--- config.mk ---
export PLATFORM = sky130hd
export DESIGN_NAME = pedestal_subtract_fir_filter
export DESIGN_NICKNAME = d
export VERILOG_FILES = /design/src/rtl/psf_pkg.sv /design/src/rtl/psf_cell.sv /design/src/rtl/pedestal_subtract_fir_filter.sv
export SDC_FILE = /design/constraint.sdc
export NUM_CORES = 2
export LEC_CHECK = 0
export ABC_CLOCK_PERIOD_IN_PS = 15400
export BUFFER_PORTS_ARGS = -buffer_cell sky130_fd_sc_hd__buf_2
export CAP_MARGIN = 30
export CORE_MARGIN = 2
export CORE_UTILIZATION = 35
export CTS_CLUSTER_DIAMETER = 100
export CTS_CLUSTER_SIZE = 30
export DETAILED_ROUTE_END_ITERATION = 16
export PLACE_DENSITY = 0.62
export SLEW_MARGIN = 20
export SYNTH_ARGS = -nofsm -noshare
export SYNTH_HDL_FRONTEND = slang
export SYNTH_SLANG_ARGS = --single-unit
--- constraint.sdc ---
create_clock -name aclk -period 15.4 [get_ports aclk]
set_clock_uncertainty 0.1 [all_clocks]
set_input_delay 3.08 -clock aclk [delete_from_list [all_inputs] [get_ports aclk]]
set_output_delay 3.08 -clock aclk [all_outputs]
set_load 0.01 [all_outputs]
--- src/rtl/psf_pkg.sv ---
// psf_pkg: shared types and constants of the pedestal subtracting fir filter
// used by psf_cell and pedestal_subtract_fir_filter; no dependencies

package psf_pkg;

    localparam int CFG_IDX_W  = 2;
    localparam int CFG_DATA_W = 64;
    localparam int LIMIT_W    = 10;
    localparam int INIT_PED_W = 14;
    localparam int SHIFT_W    = 4;
    localparam int COUNT_W    = 12;
    localparam int TAP_W      = 8;
    localparam int OUT_W      = 16;

    typedef enum logic [CFG_IDX_W-1:0] {
        REG_CONTIG_LIMIT     = 2'd0,
        REG_INITIAL_PEDESTAL = 2'd1,
        REG_TAP_WORDS        = 2'd2,
        REG_OUTPUT_SHIFT     = 2'd3
    } cfg_reg_t;

    localparam logic [LIMIT_W-1:0]    CONTIG_LIMIT_RST = 10'd10;
    localparam logic [INIT_PED_W-1:0] INIT_PED_RST     = 14'd1000;
    localparam logic [CFG_DATA_W-1:0] TAP_WORDS_RST    = 64'd572944863922434;
    localparam logic [SHIFT_W-1:0]    OUT_SHIFT_RST    = 4'd6;

    // per cell control, broadcast along the chain
    typedef struct packed {
        logic load;
        logic start;
    } cell_ctrl_t;

endpackage

--- src/rtl/psf_cell.sv ---
// psf_cell: one fir cell, holds one history sample and its tap product
// depends on psf_pkg

module psf_cell #(
    parameter int DATA_W = 15
) (
    input  logic                               aclk,
    input  logic                               aresetn,
    input  psf_pkg::cell_ctrl_t                ctrl,
    input  logic signed [DATA_W-1:0]           x_in,
    input  logic signed [DATA_W-1:0]           hist_in,
    input  logic signed [psf_pkg::TAP_W-1:0]   tap,
    output logic signed [DATA_W-1:0]           hist_out,
    output logic signed [DATA_W+psf_pkg::TAP_W-1:0] prod_out
);

    localparam int PROD_W = DATA_W + psf_pkg::TAP_W;

    logic signed [DATA_W-1:0] hist_reg;
    logic signed [DATA_W-1:0] hist_next;
    logic signed [PROD_W-1:0] prod_reg;
    logic signed [PROD_W-1:0] prod_next;

    // waveform start fills the whole history with the current word
    assign hist_next = ctrl.start ? x_in : hist_in;
    assign prod_next = PROD_W'(hist_next) * PROD_W'(tap);

    always_ff @(posedge aclk) begin
        if (!aresetn) begin
            hist_reg <= '0;
        end else if (ctrl.load) begin
            hist_reg <= hist_next;
        end
    end

    always_ff @(posedge aclk) begin
        if (ctrl.load) begin
            prod_reg <= prod_next;
        end
    end

    assign hist_out = hist_reg;
    assign prod_out = prod_reg;

endmodule

--- src/rtl/pedestal_subtract_fir_filter.sv ---
// pedestal_subtract_fir_filter: pipelined from input word to result word
// throughput one word per cycle while m_ready does not hold the output: median update, cell
// products, tap sum, shift each take one pipeline stage; the fir is a chain of NTAPS cells
// synchronous active low reset: config registers to defaults, median 1000,
// step counter and history zero, pipeline empty
// depends on psf_pkg and psf_cell

module pedestal_subtract_fir_filter #(
    parameter int NTAPS       = 7,
    parameter int SAMPLE_BITS = 14
) (
    input  logic                                  aclk,
    input  logic                                  aresetn,

    input  logic                                  cfg_wr_en,
    input  logic [psf_pkg::CFG_IDX_W-1:0]         cfg_index,
    input  logic [psf_pkg::CFG_DATA_W-1:0]        cfg_wdata,

    input  logic                                  s_valid,
    output logic                                  s_ready,
    input  logic [SAMPLE_BITS-1:0]                s_adc_sample,
    input  logic                                  s_waveform_start,

    output logic                                  m_valid,
    input  logic                                  m_ready,
    output logic [SAMPLE_BITS-1:0]                m_pedestal,
    output logic signed [SAMPLE_BITS:0]           m_pedestal_subtracted,
    output logic signed [psf_pkg::OUT_W-1:0]      m_filtered
);

    localparam int DATA_W = SAMPLE_BITS + 1;
    localparam int PROD_W = DATA_W + psf_pkg::TAP_W;
    localparam int SUM_W  = PROD_W + $clog2(NTAPS);
    localparam int CNT_W  = psf_pkg::COUNT_W;
    localparam logic [SAMPLE_BITS-1:0] MEDIAN_RST = SAMPLE_BITS'(psf_pkg::INIT_PED_RST);
    localparam logic [SAMPLE_BITS-1:0] MEDIAN_MAX = '1;

    // configuration
    logic [psf_pkg::LIMIT_W-1:0]    contig_limit_reg;
    logic [psf_pkg::INIT_PED_W-1:0] init_ped_reg;
    logic [psf_pkg::CFG_DATA_W-1:0] tap_words_reg;
    logic [psf_pkg::SHIFT_W-1:0]    out_shift_reg;

    always_ff @(posedge aclk) begin
        if (!aresetn) begin
            contig_limit_reg <= psf_pkg::CONTIG_LIMIT_RST;
            init_ped_reg     <= psf_pkg::INIT_PED_RST;
            tap_words_reg    <= psf_pkg::TAP_WORDS_RST;
            out_shift_reg    <= psf_pkg::OUT_SHIFT_RST;
        end else if (cfg_wr_en) begin
            unique case (cfg_index)
                psf_pkg::REG_CONTIG_LIMIT: begin
                    contig_limit_reg <= cfg_wdata[psf_pkg::LIMIT_W-1:0];
                end
                psf_pkg::REG_INITIAL_PEDESTAL: begin
                    init_ped_reg <= cfg_wdata[psf_pkg::INIT_PED_W-1:0];
                end
                psf_pkg::REG_TAP_WORDS: begin
                    tap_words_reg <= cfg_wdata;
                end
                psf_pkg::REG_OUTPUT_SHIFT: begin
                    out_shift_reg <= cfg_wdata[psf_pkg::SHIFT_W-1:0];
                end
                default: begin
                end
            endcase
        end
    end

    // pipeline handshake
    logic v1_reg, v2_reg, v3_reg;
    logic rdy1, rdy2, rdy3, rdy4;

    assign rdy4    = !m_valid || m_ready;
    assign rdy3    = !v3_reg || rdy4;
    assign rdy2    = !v2_reg || rdy3;
    assign rdy1    = !v1_reg || rdy2;
    assign s_ready = rdy1;

    always_ff @(posedge aclk) begin
        if (!aresetn) begin
            v1_reg  <= 1'b0;
            v2_reg  <= 1'b0;
            v3_reg  <= 1'b0;
            m_valid <= 1'b0;
        end else begin
            if (rdy1) begin
                v1_reg <= s_valid;
            end
            if (rdy2) begin
                v2_reg <= v1_reg;
            end
            if (rdy3) begin
                v3_reg <= v2_reg;
            end
            if (rdy4) begin
                m_valid <= v3_reg;
            end
        end
    end

    // stage 1: frugal median and pedestal subtraction
    logic [SAMPLE_BITS-1:0]     median_reg, median_next, median_base;
    logic signed [CNT_W-1:0]    count_reg, count_next, count_base, count_step;
    logic signed [CNT_W-1:0]    lim_pos, lim_neg;
    logic signed [DATA_W-1:0]   pedsub_next;
    logic [SAMPLE_BITS-1:0]     ped1_reg;
    logic signed [DATA_W-1:0]   pedsub1_reg;
    logic                       start1_reg;
    logic                       load1;

    assign load1   = s_valid && rdy1;
    assign lim_pos = $signed(CNT_W'(contig_limit_reg));
    assign lim_neg = -lim_pos;

    always_comb begin
        median_base = s_waveform_start ? SAMPLE_BITS'(init_ped_reg) : median_reg;
        count_base  = s_waveform_start ? '0 : count_reg;
        count_step  = count_base;
        if (s_adc_sample > median_base) begin
            count_step = count_base + CNT_W'(1);
        end else if (s_adc_sample < median_base) begin
            count_step = count_base - CNT_W'(1);
        end
        median_next = median_base;
        count_next  = count_step;
        priority if (count_step > lim_pos) begin
            if (median_base != MEDIAN_MAX) begin
                median_next = median_base + SAMPLE_BITS'(1);
            end
            count_next = '0;
        end else if (count_step < lim_neg) begin
            if (median_base != '0) begin
                median_next = median_base - SAMPLE_BITS'(1);
            end
            count_next = '0;
        end
        pedsub_next = $signed({1'b0, s_adc_sample}) - $signed({1'b0, median_next});
    end

    always_ff @(posedge aclk) begin
        if (!aresetn) begin
            median_reg <= MEDIAN_RST;
            count_reg  <= '0;
        end else if (load1) begin
            median_reg <= median_next;
            count_reg  <= count_next;
        end
    end

    always_ff @(posedge aclk) begin
        if (load1) begin
            ped1_reg    <= median_next;
            pedsub1_reg <= pedsub_next;
            start1_reg  <= s_waveform_start;
        end
    end

    // stage 2: chain of fir cells
    psf_pkg::cell_ctrl_t      cell_ctrl;
    logic signed [DATA_W-1:0] hist [NTAPS];
    logic signed [PROD_W-1:0] prod [NTAPS];
    logic [SAMPLE_BITS-1:0]   ped2_reg;
    logic signed [DATA_W-1:0] pedsub2_reg;

    assign cell_ctrl.load  = v1_reg && rdy2;
    assign cell_ctrl.start = start1_reg;
    assign hist[0]         = pedsub1_reg;

    for (genvar j = 0; j < NTAPS; j++) begin : g_cell
        if (j < NTAPS - 1) begin : g_mid
            psf_cell #(
                .DATA_W (DATA_W)
            ) u_cell (
                .aclk     (aclk),
                .aresetn  (aresetn),
                .ctrl     (cell_ctrl),
                .x_in     (pedsub1_reg),
                .hist_in  (hist[j]),
                .tap      ($signed(tap_words_reg[psf_pkg::TAP_W*j +: psf_pkg::TAP_W])),
                .hist_out (hist[j+1]),
                .prod_out (prod[j])
            );
        end else begin : g_last
            psf_cell #(
                .DATA_W (DATA_W)
            ) u_cell (
                .aclk     (aclk),
                .aresetn  (aresetn),
                .ctrl     (cell_ctrl),
                .x_in     (pedsub1_reg),
                .hist_in  (hist[j]),
                .tap      ($signed(tap_words_reg[psf_pkg::TAP_W*j +: psf_pkg::TAP_W])),
                .hist_out (),
                .prod_out (prod[j])
            );
        end
    end

    always_ff @(posedge aclk) begin
        if (cell_ctrl.load) begin
            ped2_reg    <= ped1_reg;
            pedsub2_reg <= pedsub1_reg;
        end
    end

    // stage 3: tap sum
    logic signed [SUM_W-1:0]  sum_next, sum3_reg;
    logic [SAMPLE_BITS-1:0]   ped3_reg;
    logic signed [DATA_W-1:0] pedsub3_reg;

    always_comb begin
        sum_next = '0;
        for (int j = 0; j < NTAPS; j++) begin
            sum_next = sum_next + SUM_W'(prod[j]);
        end
    end

    always_ff @(posedge aclk) begin
        if (v2_reg && rdy3) begin
            sum3_reg    <= sum_next;
            ped3_reg    <= ped2_reg;
            pedsub3_reg <= pedsub2_reg;
        end
    end

    // stage 4: shift and wrap into the output word
    logic signed [SUM_W-1:0] shifted;

    assign shifted = sum3_reg >>> out_shift_reg;

    always_ff @(posedge aclk) begin
        if (v3_reg && rdy4) begin
            m_pedestal            <= ped3_reg;
            m_pedestal_subtracted <= pedsub3_reg;
            m_filtered            <= shifted[psf_pkg::OUT_W-1:0];
        end
    end

endmodule

Yosys cells after proc, flatten, opt, wreduce, memory -nomap -nowiden
Cells that the tools add are included.
{ "classes": {"n_mux": 16, "n_lt_le_gt_ge": 4, "n_reduce_logical": 18, "shifts": 1, "multipliers": 7, "eq_ne": 4, "addsub": 12} }
{ "op_table": {"columns": ["operator", "n"], "rows": [
  ["15-bit by 8-bit multiplier with 23-bit output", 7],
  ["15-bit 2-to-1 mux", 6],
  ["26-bit by 23-bit adder with 26-bit output", 3],
  ["14-bit 2-to-1 mux", 5],
  ["12-bit 2-to-1 mux", 5],
  ["25-bit by 23-bit adder with 26-bit output", 1],
  ["26-bit by 4-bit >>> shifter with 16-bit output", 1],
  ["24-bit by 23-bit adder with 25-bit output", 1],
  ["23-bit by 23-bit adder with 24-bit output", 1],
  ["14-bit by 14-bit subtractor with 15-bit output", 1],
  ["14-bit by 1-bit adder with 14-bit output (second input constant)", 1],
  ["14-bit > comparator", 1],
  ["14-bit less-than comparator", 1],
  ["14-bit != test (second input constant)", 1],
  ["14-bit nonzero test", 1],
  ["14-bit by 1-bit subtractor with 14-bit output (second input constant)", 1],
  ["12-bit by 2-bit adder with 12-bit output (second input constant)", 1],
  ["12-bit by 11-bit > comparator with 1-bit output", 1],
  ["12-bit less-than comparator", 1],
  ["10-bit negation with 12-bit output", 1],
  ["12-bit by 2-bit subtractor with 12-bit output (second input constant)", 1],
  ["2-bit AND reduction", 4],
  ["2-bit == test (second input constant)", 2],
  ["1-bit logical AND", 4],
  ["4 further kinds", 10]
]} }
{ "totals": {"output_inout_bits": 47, "ff_bits": 524, "input_bits": 86} }

Logic depth before layout (Yosys ltp)
{ "depth": {"ltp_word": 8, "ltp_mapped": 43, "mapped_depth_nobuf": 38} }

By module
A second synthesis with hierarchy kept.
{ "unflattened": {"hier_cells": 5617, "area_unflattened_um2": 57149.8} }
{ "by_module_without_submodules": {"columns": ["mod", "area_each_um2", "instances", "cells_per_inst"], "rows": [
  ["pedestal_subtract_fir_filter", 16632.2, 1, 1503],
  ["psf_cell at g_cell[2].g_mid.u_cell ...", 5799.3, 2, 588],
  ["psf_cell at g_cell[4].g_mid.u_cell ...", 5749.3, 2, 586],
  ["psf_cell at g_cell[6].g_last.u_cell", 5824.3, 1, 581],
  ["psf_cell at g_cell[0].g_mid.u_cell", 5823.1, 1, 599],
  ["psf_cell at g_cell[1].g_mid.u_cell", 5773.0, 1, 586]
]} }

Worst setup path after synthesis
OpenSTA, ideal clock, no wires.
{ "synth_timing": {"kind": "input to register", "startpoint": "input port s_waveform_start", "endpoint": "register pedsub1_reg[14] (data pin)", "path_stages": 38, "path_slack_ns": 4.188, "n_path_buf": 6, "required_time_ns": 15.049, "setup_time_ns": 0.251, "arrival_time_ns": 10.861, "cell_sequence": "buf_4 buf_4 buf_2 mux2i_1 ha_1 a21o_1 a21oi_1 o31ai_1 nor3_1 clkbuf_1 o21ai_0 xnor2_1 ha_1 o21ai_0 a21oi_1 o31a_1 nand2b_1 o221ai_1 [... 2 more ...] buf_2 buf_2 o21ai_0 xnor2_1 ha_1 fa_1 inv_1 a21o_1 a311oi_1 o21ai_1 o211ai_1 or4_4 a2111oi_2 a2111oi_2 a211o_1 a41oi_1 o21a_1 nor2_1"} }
{ "synth_via": {"elab_chain_cells": 8, "elab_cells_between_ends": 19, "cone_classes": "add/sub (5); order compare (4); eq/ne (1); mux (8); reduce/logical (1)"} }
{ "synth_lines": {"columns": ["item", "line_no", "source"], "rows": [
  ["from (decl)", "pedestal_subtract_fir_filter.sv:22", "input logic s_waveform_start,"],
  ["12-bit 2-to-1 mux or 14-bit 2-to-1 mux (tied branches)", "pedestal_subtract_fir_filter.sv:118, pedestal_subtract_fir_filter.sv:117", null],
  ["12-bit by 2-bit subtractor with 12-bit output or 14-bit less-than comparator (tied branches)", "pedestal_subtract_fir_filter.sv:123, pedestal_subtract_fir_filter.sv:122", null],
  ["12-bit 2-to-1 mux", "pedestal_subtract_fir_filter.sv:122", "end else if (s_adc_sample < median_base) begin"],
  ["12-bit 2-to-1 mux", "pedestal_subtract_fir_filter.sv:120", "if (s_adc_sample > median_base) begin"],
  ["12-bit less-than comparator", "pedestal_subtract_fir_filter.sv:132", "end else if (count_step < lim_neg) begin"],
  ["14-bit 2-to-1 mux", "pedestal_subtract_fir_filter.sv:132", null],
  ["14-bit 2-to-1 mux *", "pedestal_subtract_fir_filter.sv:127", "priority if (count_step > lim_pos) begin"],
  ["named net median_next[0]", "pedestal_subtract_fir_filter.sv:103", "logic [SAMPLE_BITS-1:0] median_reg, median_next, median_base;"],
  ["14-bit by 14-bit subtractor with 15-bit output *", "pedestal_subtract_fir_filter.sv:138", "pedsub_next = $signed({1'b0, s_adc_sample}) - $signed({1'b0, median_next});"],
  ["named net pedsub_next[14]", "pedestal_subtract_fir_filter.sv:106", "logic signed [DATA_W-1:0] pedsub_next;"],
  ["to (signal assigned)", "pedestal_subtract_fir_filter.sv:154", "pedsub1_reg <= pedsub_next;"],
  ["to (decl)", "pedestal_subtract_fir_filter.sv:108", "logic signed [DATA_W-1:0] pedsub1_reg;"]
]} }
The timed path passes the listed nets; every way through them passes the cells marked *.
A chain may end at the register's enable or synchronous reset.

Worst setup path after layout
{ "layout_timing": {"startpoint": "input port s_waveform_start", "endpoint": "register pedsub1_reg[12] (data pin)"} }
Same word-level chain as after synthesis.

==> impl_metrics.prom <==
# TYPE chip_impl_metric gauge
chip_impl_metric{name="worstPathRequired",unit="ns"} 15.70
chip_impl_metric{name="placement_rows",unit=""} 145
chip_impl_metric{name="synth_cell_type_count",unit=""} 86
chip_impl_info{name="yosys-top-cells-area",value="sky130_fd_sc_hd__fa_1 (29%), sky130_fd_sc_hd__edfxtp_1 (18%), sky130_fd_sc_hd__ha_1 (8.5%), sky130_fd_sc_hd__dfxtp_1 (7.5%), sky130_fd_sc_hd__inv_1 (7.2%)"} 1
chip_impl_metric{name="worst_setup_hold_path_clk_slew",unit="ns"} 0.11
chip_impl_metric{name="async_flop_share",unit="%"} 0
chip_impl_metric{name="maxClockFrequency",unit="GHz"} 0.0797
chip_impl_metric{name="finalHoldViolCount",unit=""} 0
chip_impl_metric{name="wl_per_cell",unit="um"} 18.9
chip_impl_metric{name="rr_worst_depth",unit=""} 34
chip_impl_metric{name="vias",unit=""} 38000
chip_impl_metric{name="grt_overflow_total",unit=""} 0
chip_impl_metric{name="whs_path_depth",unit=""} 0
chip_impl_metric{name="post-dp-hpwl",unit="mm"} 116
chip_impl_metric{name="critPathArrivalTime",unit="ns"} 12.84
chip_impl_info{name="type_of_the_most_critical_hold_path",value="flop to flop"} 1
chip_impl_metric{name="synth_area",unit="um2"} 54700
chip_impl_metric{name="max_stage_delay",unit="ns"} 0.84
chip_impl_metric{name="gp_congestion",unit=""} 0.920
chip_impl_metric{name="grt_pass1_vias",unit=""} 39000
chip_impl_metric{name="setup_tns",unit="ns"} 0
chip_impl_info{name="rsz0062_at_grt",value="no"} 1
chip_impl_metric{name="synthCells",unit=""} 5562
chip_impl_metric{name="num_io_pins",unit=""} 133
chip_impl_metric{name="initial_utilization",unit="%"} 35.1
chip_impl_metric{name="design.final.nets",unit=""} 6871
chip_impl_metric{name="synth-edff-count",unit=""} 320
chip_impl_metric{name="final_antenna_net_count",unit=""} 0
chip_impl_metric{name="worst_hold_slack",unit="ns"} 0.326
chip_impl_metric{name="synthesized_flop_and_latch_total",unit=""} 524
chip_impl_info{name="cts_root_buffer",value="sky130_fd_sc_hd__clkbuf_16"} 1
chip_impl_metric{name="synthDominantCellAreaShare",unit="%"} 29.2
chip_impl_info{name="synth_largest_area_cell",value="sky130_fd_sc_hd__fa_1"} 1
chip_impl_metric{name="detail_route.iter0.violations",unit=""} 3126
chip_impl_metric{name="postcts_resize_cnt",unit=""} 0
chip_impl_info{name="clock_tree_from_tritoncts",value="built"} 1
chip_impl_metric{name="post_route_cells_drive_above_1_share",unit="%"} 6.08
chip_impl_metric{name="yosysSeqAreaShare",unit="%"} 25.0
chip_impl_metric{name="detailedRoute.firstPassIterationCount",unit=""} 5
chip_impl_info{name="setup.worst_path.class",value="input port to flop"} 1
chip_impl_info{name="start_kind",value="input port"} 1
chip_impl_metric{name="worst_slew_pin_slew",unit="ns"} 1.06
chip_impl_metric{name="timing.max_cap.violations",unit=""} 0
chip_impl_metric{name="drc",unit=""} 0
chip_impl_info{name="slowest_stage",value="sky130_fd_sc_hd__a2111oi_0"} 1
chip_impl_info{name="synthFlopType",value="sky130_fd_sc_hd__edfxtp_1"} 1
chip_impl_metric{name="cts-hold-fix-buffers",unit=""} 0
chip_impl_metric{name="antenna_found_initial",unit=""} 2
chip_impl_metric{name="antenna_cells_inserted",unit=""} 0
chip_impl_info{name="status",value="finished clean"} 1
chip_impl_metric{name="die_width",unit="um"} 399
chip_impl_metric{name="areaGrowthSynthToFinish",unit="%"} 8.34
chip_impl_metric{name="cts.htree.levels",unit=""} 2
chip_impl_metric{name="critical_path_peak_fanout",unit=""} 35
chip_impl_metric{name="synthesis.area_per_instance",unit="um2"} 9.84
chip_impl_metric{name="cts_setup_buffers",unit=""} 0
chip_impl_metric{name="grt_start_max_net_pins",unit=""} 197
chip_impl_metric{name="period_minus_slack",unit="ns"} 12.54
chip_impl_metric{name="route.detailed.vias_per_inst",unit=""} 4.93
chip_impl_metric{name="finalWirelength",unit="mm"} 146
chip_impl_metric{name="grt_pass1_wl",unit="mm"} 226
chip_impl_metric{name="grtUsageTotal",unit="%"} 18.5
chip_impl_metric{name="die_height",unit="um"} 399
chip_impl_metric{name="post-place-cells",unit=""} 7623
chip_impl_metric{name="yosysWarningCount",unit=""} 0
chip_impl_metric{name="syn-num-nets",unit=""} 6818
chip_impl_metric{name="design.die.area",unit="um2"} 160000
chip_impl_metric{name="fin_cells",unit=""} 7701
chip_impl_metric{name="cts.path.max_buffers",unit=""} 3
chip_impl_metric{name="timing.max_slew.rel_slack",unit="%"} 29.1
chip_impl_metric{name="worst_skew_pair.late_latency",unit="ns"} 0.65
chip_impl_metric{name="final-max-slew-violation-count",unit=""} 0
chip_impl_info{name="critical_path.endpoint_type",value="flop"} 1
chip_impl_metric{name="largest_register_ffs",unit=""} 138
chip_impl_metric{name="port_buffers",unit=""} 124
chip_impl_metric{name="numCtsBuffers",unit=""} 36
chip_impl_metric{name="post-route-period-util",unit="%"} 81.5
chip_impl_metric{name="tritoncts_num_sinks",unit=""} 524
chip_impl_metric{name="fill_cells",unit=""} 15500
chip_impl_metric{name="setup_viol",unit=""} 0
chip_impl_metric{name="core_region_area",unit="um2"} 156000
==> per-stage QoR <==
| stage | utilization (%) | setup WS (ns) | cell area, um2 |
|---|---|---|---|
| 6_report | 38.1 | 2.86 | 59300 |
| 5_1_grt | 38.1 | 2.33 | 59300 |
| 4_1_cts | 38.0 | 2.88 | 59200 |
| 3_5_place_dp | 37.1 | 2.19 | 57800 |
| 3_3_place_gp | 37.1 | 2.24 | 57700 |
| 2_1_floorplan | - | 4.19 | 54700 |
==> placed cells by master, fill, tap and decap left out, types with 38 or more instances in the layout <==
cell type	n
sky130_fd_sc_hd__nor3_1	39
sky130_fd_sc_hd__fa_1	797
sky130_fd_sc_hd__nand2_1	605
sky130_fd_sc_hd__xnor2_1	171
sky130_fd_sc_hd__buf_4	68
sky130_fd_sc_hd__ha_1	373
sky130_fd_sc_hd__clkbuf_16	38
sky130_fd_sc_hd__buf_2	125
sky130_fd_sc_hd__o21ai_0	144
sky130_fd_sc_hd__a21oi_1	183
sky130_fd_sc_hd__nand3_1	48
sky130_fd_sc_hd__nor2b_1	303
sky130_fd_sc_hd__o211a_1	76
sky130_fd_sc_hd__a21boi_0	97
sky130_fd_sc_hd__and2_1	265
sky130_fd_sc_hd__edfxtp_1	320
sky130_fd_sc_hd__inv_1	1055
sky130_fd_sc_hd__dfxtp_1	204
sky130_fd_sc_hd__a21o_1	67
sky130_fd_sc_hd__nand2b_1	106
sky130_fd_sc_hd__nor2_1	178
==> per-layer routing <==
layer  up-vias  global-route usage (%)  routed length, um
li1      17600                       -                  -
met4         0                    5.44               4490
met3       185                    1.95               7840
met2       920                    30.9              69300
met5         -                       0                  0
met1     19300                    25.4              63900
==> cell families after synthesis <==
group / synth area share (%)
compound gates: 8.74
xor+xnor: 3.12
fa+ha+maj: 37.7
buf+inv: 8.60
flops: 25.0
mux: 1.51
simple gates: 15.3
==> cell type report <==
cell class / instances / area [um2] / area share, %
clock buffer: 41 / 962 / 1.62
clock inverter: 25 / 399 / 0.673
inverter: 1060 / 3990 / 6.73
multi-input combinational: 3789 / 36400 / 61.3
sequential: 524 / 13700 / 23.1
tap: 2058 / 2570 / 4.34
timing repair buffer: 204 / 1290 / 2.18
==> worst max-delay path, delay by kind of cell <==
| family | cells | cell delay (ns) |
|---|---|---|
| and+or+nand+nor | 14 | 2.91 |
| buffers and inverters | 3 | 0.95 |
| AOI/OAI and AO/OA | 12 | 3.89 |
| muxes | 1 | 0.64 |
| xor gates and xnor gates | 1 | 0.20 |
| adders and majority gates | 4 | 1.11 |
==> final timing paths <==
path	startpoint	end	slack, ns
worst min-delay path	pedsub2_reg[12]	pedsub3_reg[12]	0.33
worst max-delay path	s_waveform_start	pedsub1_reg[12]	2.86
worst max register to register	init_ped_reg[12]	pedsub1_reg[12]	5.79
worst min register to register	pedsub2_reg[12]	pedsub3_reg[12]	0.33
==> cell usage after synthesis, types with 6 or more instances <==
master                     count
sky130_fd_sc_hd__o21ai_0     144
sky130_fd_sc_hd__and2_1      265
sky130_fd_sc_hd__a31oi_1      17
sky130_fd_sc_hd__a211oi_1     14
sky130_fd_sc_hd__or2_2        17
sky130_fd_sc_hd__inv_1      1055
sky130_fd_sc_hd__mux4_2       14
sky130_fd_sc_hd__o31a_1        7
sky130_fd_sc_hd__o211a_1      76
sky130_fd_sc_hd__and3_1       13
sky130_fd_sc_hd__a21oi_1     187
sky130_fd_sc_hd__ha_1        373
sky130_fd_sc_hd__or4_1         8
sky130_fd_sc_hd__nor4_1        8
sky130_fd_sc_hd__a21boi_0     98
sky130_fd_sc_hd__mux2i_1      36
sky130_fd_sc_hd__fa_1        797
sky130_fd_sc_hd__or3_1         9
sky130_fd_sc_hd__nor3_1       40
sky130_fd_sc_hd__o21a_1       12
sky130_fd_sc_hd__nand2b_1    106
sky130_fd_sc_hd__edfxtp_1    320
sky130_fd_sc_hd__nor2b_1     304
sky130_fd_sc_hd__o41ai_1       6
sky130_fd_sc_hd__buf_1        10
sky130_fd_sc_hd__nor3b_1      11
sky130_fd_sc_hd__o21bai_1     10
sky130_fd_sc_hd__a21o_1       67
sky130_fd_sc_hd__clkbuf_1    171
sky130_fd_sc_hd__nand4_1      16
sky130_fd_sc_hd__o211ai_1     16
sky130_fd_sc_hd__dfxtp_1     204
sky130_fd_sc_hd__mux2_2       10
sky130_fd_sc_hd__xnor2_1     171
sky130_fd_sc_hd__xor2_1       21
sky130_fd_sc_hd__a22oi_1       9
sky130_fd_sc_hd__nand3_1      48
sky130_fd_sc_hd__nor2_1      179
sky130_fd_sc_hd__nand2_1     605
Power is left out: the tool's default activity adds up to more than one toggle a clock period on the data nets, which glitch-free logic cannot reach.
